`src/hw/rtl/amseq_pkg.sv`:
```
package amseq_pkg;

    // Operation codes of an input item.
    localparam logic [1:0] OP_START = 2'd0;
    localparam logic [1:0] OP_DATA  = 2'd1;
    localparam logic [1:0] OP_LOAD  = 2'd2;

    // Addressing modes.
    localparam logic [3:0] M_IMP = 4'd0;
    localparam logic [3:0] M_IMM = 4'd1;
    localparam logic [3:0] M_ZP  = 4'd2;
    localparam logic [3:0] M_ZPX = 4'd3;
    localparam logic [3:0] M_ZPY = 4'd4;
    localparam logic [3:0] M_REL = 4'd5;
    localparam logic [3:0] M_ABS = 4'd6;
    localparam logic [3:0] M_ABX = 4'd7;
    localparam logic [3:0] M_ABY = 4'd8;
    localparam logic [3:0] M_IND = 4'd9;
    localparam logic [3:0] M_IZX = 4'd10;
    localparam logic [3:0] M_IZY = 4'd11;

    // Result kinds.
    localparam logic [1:0] K_READ = 2'd0;
    localparam logic [1:0] K_DONE = 2'd1;
    localparam logic [1:0] K_ACK  = 2'd2;

    // Sequence phases: idle, or waiting for data byte one to four.
    localparam logic [2:0] PH_IDLE  = 3'd0;
    localparam logic [2:0] PH_BYTE1 = 3'd1;
    localparam logic [2:0] PH_BYTE2 = 3'd2;
    localparam logic [2:0] PH_BYTE3 = 3'd3;
    localparam logic [2:0] PH_BYTE4 = 3'd4;

    localparam logic [15:0] PAGE_MASK = 16'hFF00;
    localparam logic [7:0]  LOW_LAST  = 8'hFF;

    typedef struct packed {
        logic [1:0]  operation;
        logic [3:0]  mode;
        logic [7:0]  index_x;
        logic [7:0]  index_y;
        logic [7:0]  read_data;
        logic [15:0] new_pc;
    } t_in_item;

    typedef struct packed {
        logic [1:0]  kind;
        logic [15:0] read_address;
        logic [15:0] effective_address;
        logic [15:0] relative_offset;
        logic        page_crossed;
        logic [15:0] pc_now;
    } t_out_item;

    typedef struct packed {
        logic [15:0] program_counter;
        logic [2:0]  phase;
        logic [3:0]  held_mode;
        logic [7:0]  held_x;
        logic [7:0]  held_y;
        logic [7:0]  operand_low;
        logic [7:0]  operand_high;
        logic [7:0]  pointer_low;
    } t_state;

endpackage

```
`src/hw/rtl/amseq_step.sv`:
```
module amseq_step (
    input  amseq_pkg::t_state    i_state,
    input  amseq_pkg::t_in_item  i_item,
    output amseq_pkg::t_state    o_state,
    output amseq_pkg::t_out_item o_result,
    output logic                 o_emit
);

    logic [15:0] pc_inc;
    logic [15:0] base_addr;
    logic [7:0]  index_sel;
    logic [15:0] indexed_addr;
    logic [15:0] ptr_addr;
    logic [15:0] ind_next;
    logic [7:0]  data;

    // Shared address arithmetic.
    always_comb begin
        data      = i_item.read_data;
        pc_inc    = i_state.program_counter + 16'd1;
        index_sel = (i_state.held_mode == amseq_pkg::M_ABX) ? i_state.held_x : i_state.held_y;
        if (i_state.held_mode == amseq_pkg::M_IZY) begin
            base_addr = {data, i_state.pointer_low};
        end else begin
            base_addr = {data, i_state.operand_low};
        end
        indexed_addr = base_addr + {8'd0, index_sel};
        ptr_addr     = {i_state.operand_high, i_state.operand_low};
        if (i_state.operand_low == amseq_pkg::LOW_LAST) begin
            ind_next = ptr_addr & amseq_pkg::PAGE_MASK;
        end else begin
            ind_next = ptr_addr + 16'd1;
        end
    end

    // Next state and result for one item.
    always_comb begin
        o_state  = i_state;
        o_result = '0;
        o_emit   = 1'b0;
        unique case (i_item.operation)
            amseq_pkg::OP_START: begin
                o_state.held_mode = i_item.mode;
                o_state.held_x    = i_item.index_x;
                o_state.held_y    = i_item.index_y;
                o_emit            = 1'b1;
                o_state.phase     = amseq_pkg::PH_IDLE;
                o_result.kind     = amseq_pkg::K_DONE;
                if (i_item.mode == amseq_pkg::M_IMM) begin
                    o_result.effective_address = i_state.program_counter;
                    o_state.program_counter    = pc_inc;
                end else if (i_item.mode != amseq_pkg::M_IMP &&
                             i_item.mode <= amseq_pkg::M_IZY) begin
                    o_result.kind           = amseq_pkg::K_READ;
                    o_result.read_address   = i_state.program_counter;
                    o_state.program_counter = pc_inc;
                    o_state.phase           = amseq_pkg::PH_BYTE1;
                end
            end
            amseq_pkg::OP_LOAD: begin
                o_state.program_counter = i_item.new_pc;
                o_state.phase           = amseq_pkg::PH_IDLE;
                o_result.kind           = amseq_pkg::K_ACK;
                o_emit                  = 1'b1;
            end
            amseq_pkg::OP_DATA: begin
                if (i_state.phase != amseq_pkg::PH_IDLE) begin
                    // Completion is the common outcome; read steps override it.
                    o_emit        = 1'b1;
                    o_result.kind = amseq_pkg::K_DONE;
                    o_state.phase = amseq_pkg::PH_IDLE;
                    case (i_state.held_mode)
                        amseq_pkg::M_ZP: begin
                            o_result.effective_address = {8'd0, data};
                        end
                        amseq_pkg::M_ZPX: begin
                            o_result.effective_address = {8'd0, data + i_state.held_x};
                        end
                        amseq_pkg::M_ZPY: begin
                            o_result.effective_address = {8'd0, data + i_state.held_y};
                        end
                        amseq_pkg::M_REL: begin
                            o_result.relative_offset = {{8{data[7]}}, data};
                        end
                        amseq_pkg::M_ABS, amseq_pkg::M_ABX, amseq_pkg::M_ABY: begin
                            if (i_state.phase == amseq_pkg::PH_BYTE1) begin
                                o_state.operand_low     = data;
                                o_result.kind           = amseq_pkg::K_READ;
                                o_result.read_address   = i_state.program_counter;
                                o_state.program_counter = pc_inc;
                                o_state.phase           = amseq_pkg::PH_BYTE2;
                            end else if (i_state.held_mode == amseq_pkg::M_ABS) begin
                                o_result.effective_address = {data, i_state.operand_low};
                            end else begin
                                o_result.effective_address = indexed_addr;
                                o_result.page_crossed      = (indexed_addr[15:8] != data);
                            end
                        end
                        amseq_pkg::M_IND: begin
                            o_result.kind = amseq_pkg::K_READ;
                            if (i_state.phase == amseq_pkg::PH_BYTE1) begin
                                o_state.operand_low     = data;
                                o_result.read_address   = i_state.program_counter;
                                o_state.program_counter = pc_inc;
                                o_state.phase           = amseq_pkg::PH_BYTE2;
                            end else if (i_state.phase == amseq_pkg::PH_BYTE2) begin
                                o_state.operand_high  = data;
                                o_result.read_address = {data, i_state.operand_low};
                                o_state.phase         = amseq_pkg::PH_BYTE3;
                            end else if (i_state.phase == amseq_pkg::PH_BYTE3) begin
                                // The high byte comes from the same page as the pointer.
                                o_state.pointer_low   = data;
                                o_result.read_address = ind_next;
                                o_state.phase         = amseq_pkg::PH_BYTE4;
                            end else begin
                                o_result.kind              = amseq_pkg::K_DONE;
                                o_result.effective_address = {data, i_state.pointer_low};
                            end
                        end
                        amseq_pkg::M_IZX, amseq_pkg::M_IZY: begin
                            o_result.kind = amseq_pkg::K_READ;
                            if (i_state.phase == amseq_pkg::PH_BYTE1) begin
                                if (i_state.held_mode == amseq_pkg::M_IZX) begin
                                    o_state.operand_low = data + i_state.held_x;
                                end else begin
                                    o_state.operand_low = data;
                                end
                                o_result.read_address = {8'd0, o_state.operand_low};
                                o_state.phase         = amseq_pkg::PH_BYTE2;
                            end else if (i_state.phase == amseq_pkg::PH_BYTE2) begin
                                o_state.pointer_low   = data;
                                o_result.read_address = {8'd0, i_state.operand_low + 8'd1};
                                o_state.phase         = amseq_pkg::PH_BYTE3;
                            end else if (i_state.held_mode == amseq_pkg::M_IZX) begin
                                o_result.kind              = amseq_pkg::K_DONE;
                                o_result.effective_address = {data, i_state.pointer_low};
                            end else begin
                                o_result.kind              = amseq_pkg::K_DONE;
                                o_result.effective_address = indexed_addr;
                                o_result.page_crossed      = (indexed_addr[15:8] != data);
                            end
                        end
                        default: begin
                            // A mode with no sequence: drop the item and go idle.
                            o_emit = 1'b0;
                        end
                    endcase
                end
            end
            default: begin
                o_emit = 1'b0;
            end
        endcase
        o_result.pc_now = o_state.program_counter;
    end

endmodule

```
`src/hw/rtl/addressing_mode_sequencer_core.sv`:
```
// Effective-address sequencer for the eight-bit processor addressing modes.
// Input channel (i_in_valid / o_in_ready / i_in_item): a start item names the
// mode and brings X and Y; each bus read byte returns as a data item; a load
// item sets the program counter. Output channel (o_out_valid / i_out_ready /
// o_out_item): one item per start, load, or data item taken while a sequence
// runs: a read request, a completed address or a load acknowledge.
// An item taken waits in the input register; its result goes from the address
// logic into the output register. Throughput is one item per cycle unless the
// receiver stalls: the input register feeds the address logic, whose result
// and state update land in the output and state registers in the same cycle.
// When the receiver stalls, the result waits in the output register and one
// further item may wait in the input register; o_in_ready then falls.
// Data items while idle produce nothing, but they still wait in the input
// register while a stalled result holds the output register.
// Synchronous reset clears both registers' valid flags, the program counter
// and the sequence state; the block takes items in the first cycle after it.
module addressing_mode_sequencer_core (
    input  logic                 i_clk,
    input  logic                 i_rst_n,
    input  logic                 i_in_valid,
    output logic                 o_in_ready,
    input  amseq_pkg::t_in_item  i_in_item,
    output logic                 o_out_valid,
    input  logic                 i_out_ready,
    output amseq_pkg::t_out_item o_out_item
);

    logic                 r_in_valid;
    amseq_pkg::t_in_item  r_in_item;
    amseq_pkg::t_state    r_state;
    amseq_pkg::t_state    n_state;
    amseq_pkg::t_out_item n_result;
    logic                 n_emit;
    logic                 r_out_valid;
    amseq_pkg::t_out_item r_out_item;
    logic                 stage_go;

    // The input stage moves on when the output register is free or draining.
    assign stage_go   = r_in_valid && (!r_out_valid || i_out_ready);
    assign o_in_ready = !r_in_valid || stage_go;

    // Input register.
    always_ff @(posedge i_clk) begin
        if (!i_rst_n) begin
            r_in_valid <= 1'b0;
        end else if (o_in_ready) begin
            r_in_valid <= i_in_valid;
        end
    end

    always_ff @(posedge i_clk) begin
        if (i_in_valid && o_in_ready) begin
            r_in_item <= i_in_item;
        end
    end

    // Address logic for the item in the input register.
    amseq_step u_step (
        .i_state  (r_state),
        .i_item   (r_in_item),
        .o_state  (n_state),
        .o_result (n_result),
        .o_emit   (n_emit)
    );

    // Sequence state and program counter.
    always_ff @(posedge i_clk) begin
        if (!i_rst_n) begin
            r_state <= '0;
        end else if (stage_go) begin
            r_state <= n_state;
        end
    end

    // Output register.
    always_ff @(posedge i_clk) begin
        if (!i_rst_n) begin
            r_out_valid <= 1'b0;
        end else if (stage_go && n_emit) begin
            r_out_valid <= 1'b1;
        end else if (i_out_ready) begin
            r_out_valid <= 1'b0;
        end
    end

    always_ff @(posedge i_clk) begin
        if (stage_go && n_emit) begin
            r_out_item <= n_result;
        end
    end

    assign o_out_valid = r_out_valid;
    assign o_out_item  = r_out_item;

`ifndef ASSERT_OFF
    // The phase never leaves the range of the longest sequence.
    a_phase_range: assert property (@(posedge i_clk) disable iff (!i_rst_n)
        r_state.phase <= amseq_pkg::PH_BYTE4)
        else $error("sequence phase out of range");

    // Issuing a read request always leaves a sequence running.
    a_read_busy: assert property (@(posedge i_clk) disable iff (!i_rst_n)
        stage_go && n_emit && n_result.kind == amseq_pkg::K_READ
        |=> r_state.phase != amseq_pkg::PH_IDLE)
        else $error("read request issued with no sequence running");

    // Completions and acknowledges end the sequence.
    a_done_idle: assert property (@(posedge i_clk) disable iff (!i_rst_n)
        stage_go && n_emit && n_result.kind != amseq_pkg::K_READ
        |=> r_state.phase == amseq_pkg::PH_IDLE)
        else $error("sequence still running after completion");

    // A page crossing is only reported with a completed address.
    a_cross_done: assert property (@(posedge i_clk) disable iff (!i_rst_n)
        o_out_valid && o_out_item.page_crossed |-> o_out_item.kind == amseq_pkg::K_DONE)
        else $error("page crossing flagged outside a completion");
`endif

endmodule
```
`config.mk`:
```
export PLATFORM = sky130hd
export DESIGN_NAME = addressing_mode_sequencer_core
export DESIGN_NICKNAME = d
export VERILOG_FILES = /design/src/hw/rtl/amseq_pkg.sv /design/src/hw/rtl/amseq_step.sv /design/src/hw/rtl/addressing_mode_sequencer_core.sv
export SDC_FILE = /design/constraint.sdc
export NUM_CORES = 1
export LEC_CHECK = 0
export BUFFER_PORTS_ARGS = -buffer_cell sky130_fd_sc_hd__clkbuf_2
export CELL_PAD_IN_SITES_DETAIL_PLACEMENT = 1
export CELL_PAD_IN_SITES_GLOBAL_PLACEMENT = 1
export CORE_AREA = 5 5 160 162
export CTS_CLUSTER_DIAMETER = 60
export DETAILED_ROUTE_END_ITERATION = 8
export DIE_AREA = 0 0 165 167
export GPL_TIMING_DRIVEN = 1
export HOLD_SLACK_MARGIN = 0.05
export PLACE_DENSITY = 0.83
export SETUP_SLACK_MARGIN = 0.02
export SLEW_MARGIN = 20
export SYNTH_ARGS = -nofsm -noshare
export SYNTH_HDL_FRONTEND = slang
export SYNTH_HIERARCHICAL = 1
export SYNTH_SLANG_ARGS = --single-unit
export TNS_END_PERCENT = 30
```
`constraint.sdc`:
```
create_clock -name i_clk -period 5.4 [get_ports i_clk]
set_input_delay 0.81 -clock i_clk [delete_from_list [all_inputs] [get_ports i_clk]]
set_output_delay 0.81 -clock i_clk [all_outputs]
set_load 0.01 [all_outputs]
```
==> flow_summary.json <==
{
  "synthesis.area_per_instance_sq_um": 9.65,
  "drc": 0,
  "cts-resized-gates": 0,
  "synth_register_bits": 178,
  "power_w": 0.00305,
  "setup_tns_ns": 0,
  "period_share": 0.805,
  "grt_antenna_before_repair": 1,
  "yosysSeqAreaShare": 0.426,
  "cp_slowest_stage_delay_ns": 0.84,
  "numCtsBuffers": 17,
  "crit_type": "register to register",
  "die_area_sq_um": 27600,
  "ctsRootBufferMaster": "clkbuf_16",
  "max_cap_viol_count": 0,
  "global_routing_usage_summed_across_all_routing_layers": 0.264,
  "ys_top_cells_by_area": "edfxtp_1, dfxtp_1, nand2_1",
  "worst_case_register_to_register_setup_slack_ns": 1.05,
  "first_global_vias": 9880,
  "floorplan.initialDensity": 0.460,
  "setup_ws_ns": 1.05,
  "grt.met3_usage": 0.0630,
  "flow.area_growth_from_synthesis_pct": 10.2,
  "timing_hold_violations_final": 0,
  "clockBufferDepth": 2,
  "clock_latency_ns": 0.44,
  "ir_drop_uv": 170,
  "drtPass1Iterations": 6,
  "cts_htree_levels": 4,
  "synth_async_sr_flop_share": 0,
  "antenna-diode-count": 0,
  "cts_post_setup_buffers_inserted": 0,
  "yosysUniqueCellTypes": 82,
  "p_leak_nw": 4.58,
  "cts.reportedPaths.clkPinSlew_ns": 0.08,
  "slowest_stage": "dfxtp_1",
  "ys_warn_count": 6,
  "final_area_sq_um": 12100,
  "layout.filler_cells": 2772,
  "synthesis.area_sq_um": 11000,
  "critPathRequiredTime_ns": 5.59,
  "met2_global_route_usage": 0.427,
  "fmax_mhz": 230,
  "top_cell_type_by_total_area_after_synthesis": "edfxtp_1",
  "crit_path_cell_trace": "nand4b_2 > mux2_2 > ha_1 > fa_1 > a21o_1 > a221oi_1 > o22ai_1 > a41o_1 > a32o_1",
  "synthCells": 1142,
  "drt-wirelength-per-cell_um": 24.0,
  "clkSinkCount": 178,
  "grt-ovfl-total": 0,
  "fin_worst_skew_ns": 0.0134,
  "worstMarginPinSlew_ns": 1.19,
  "grt.met1_usage": 0.339,
  "relSlewSlack": 0.199,
  "worstPathBufferInverterCount": 0,
  "startpoint_type": "register",
  "detail_route.iter0.violations": 724,
  "worst_ep_arrival_time_ns": 4.54,
  "vias_per_cell": 6.21,
  "critical_path_peak_fanout": 21,
  "io-pin-count": 119,
  "timing_max_transition_violations_final": 0,
  "multi_input_comb_area_sq_um": 5680,
  "synthesis.nets": 1221,
  "yosys_top_cell_area_share": 0.308,
  "path_delay_family": "compound AO/OA/AOI/OAI gates",
  "die_x_um": 165,
  "run_status": "finished, final reports clean",
  "grt_start_max_net_pins": 85,
  "dp_slack_ns": 1.18,
  "die_y_um": 167,
  "rows": 57,
  "number_of_flops_mapped_to_enable_cells_by_yosys": 113,
  "rsz0062_at_grt": "no",
  "min-delay-path-class": "register to register",
  "pwr_density_cell_nw_per_um2": 251,
  "synth-main-ff-cell": "edfxtp_1",
  "seq_area_sq_um": 4690,
  "setup_viol": 0,
  "gp_congestion": 0.966,
  "final.min_clock_period_ns": 4.35,
  "port-buffer-count": 118,
  "placement.cell_area_sq_um": 11600,
  "core_sq_um": 24000,
  "drive_above_1_share": 0.204,
  "dp_hpwl_mm": 26.0,
  "grt-busiest-layer": "met2",
  "finalNetCount": 1278,
  "cts_tree": "done",
  "holdBufCountCts": 0,
  "worstSetupEndpointType": "register",
  "num_vias": 9535,
  "postRouteWirelength_mm": 36.8,
  "route.antenna.remaining_nets": 0,
  "grt_first_pass_wirelength_mm": 56.4
}
[cell usage after synthesis, types with 8 or more instances]
master and count:
mux2i_1 69, ha_1 26, buf_4 27, dfxtp_1 65, buf_2 14, and2_1 12, nand2b_1 13, xor2_1 16
and3_1 14, nor2_1 52, edfxtp_1 113, mux2_2 51, a211oi_1 14, nand3_1 23, o21ai_0 48, o21a_1 8
o22ai_1 8, a222oi_1 8, a221oi_1 11, nand2_1 217, inv_1 14, a21oi_1 60, nor3_1 17, o211ai_1 9
nand4_1 11, clkbuf_1 44, xnor2_1 19, nor2b_1 10, a21o_1 12, a22oi_1 12
[cell type report]
| class | instances | area share |
|---|---|---|
| timing repair buffer | 135 | 0.0596 |
| clock inverter | 14 | 0.0117 |
| clock buffer | 18 | 0.0362 |
| sequential | 178 | 0.386 |
| tap | 324 | 0.0334 |
| multi-input combinational | 852 | 0.468 |
| inverter | 15 | 0.00464 |
[worst register-to-register path, delay by kind of cell, from the launching register on]
| family | cells | cell delay, ns |
|---|---|---|
| compound gates | 5 | 1.61 |
| fa+ha+maj | 2 | 0.75 |
| flops | 1 | 0.84 |
| mux | 1 | 0.42 |
| simple gates | 1 | 0.48 |
[where the power goes]
group          total [W]  switching (W)  internal (W)
clock network    0.00124       0.000616      0.000626
registers        0.00154      0.0000514       0.00149
logic           0.000271       0.000172     0.0000993
total            0.00305       0.000839       0.00221
[placed cells by master, fill, tap and decap left out, types with 12 or more instances in the layout]
cell type and n:
a211oi_1 14, xor2_1 16, mux2_2 51, ha_1 26
a22oi_1 12, buf_4 17, nand2_1 217, a21oi_1 60
edfxtp_1 113, nand3_1 23, nor2_1 50, nand2b_1 13
dfxtp_1 65, clkbuf_2 117, a21o_1 12, inv_1 14
clkbuf_16 17, mux2i_1 69, o21ai_0 48, and3_1 14
nor3_1 17, xnor2_1 19
[kinds of logic (layout without fill, tap and decap cells)]
family / Yosys count / after routing / synth area share
and+or+nand+nor: 408 / 408 / 0.174
xor gates and xnor gates: 35 / 35 / 0.0278
DFF: 178 / 178 / 0.426
muxes: 121 / 121 / 0.116
buffers and inverters: 112 / 182 / 0.0600
AOI/OAI and AO/OA: 259 / 259 / 0.161
adders and majority gates: 29 / 29 / 0.0350
[state kept, by name, indices dropped and copies added, names as in the netlist]
register and cells:
o_out_item 67, o_out_valid 1, r_in_item 46, r_in_valid 1
r_state 63
[path summary, 6_finish.rpt]
check | from | end | depth (start not counted)
worst max-delay path | r_state[40] | o_out_item[47] | 9
worst min register to register | r_state[0] | r_state[0] | 2
worst max register to register | r_state[40] | o_out_item[47] | 9
worst min-delay path | r_state[0] | r_state[0] | 2
[through the flow]
step,utilization,cells,hold slack (ns)
2_1_floorplan,-,1142,0.434
3_3_place_gp,0.482,1504,0.472
3_5_place_dp,0.482,1504,0.490
4_1_cts,0.507,1536,0.499
5_1_grt,0.507,1536,0.517
6_report,0.507,1536,0.498
[metal layers]
layer  up-vias  routed length [um]
met5         -                   0
li1       4294                   -
met1      4714               15100
met4         0                1440
met3        90                2820
met2       437               17500
No activity file was read; power rests on OpenSTA's default activity.
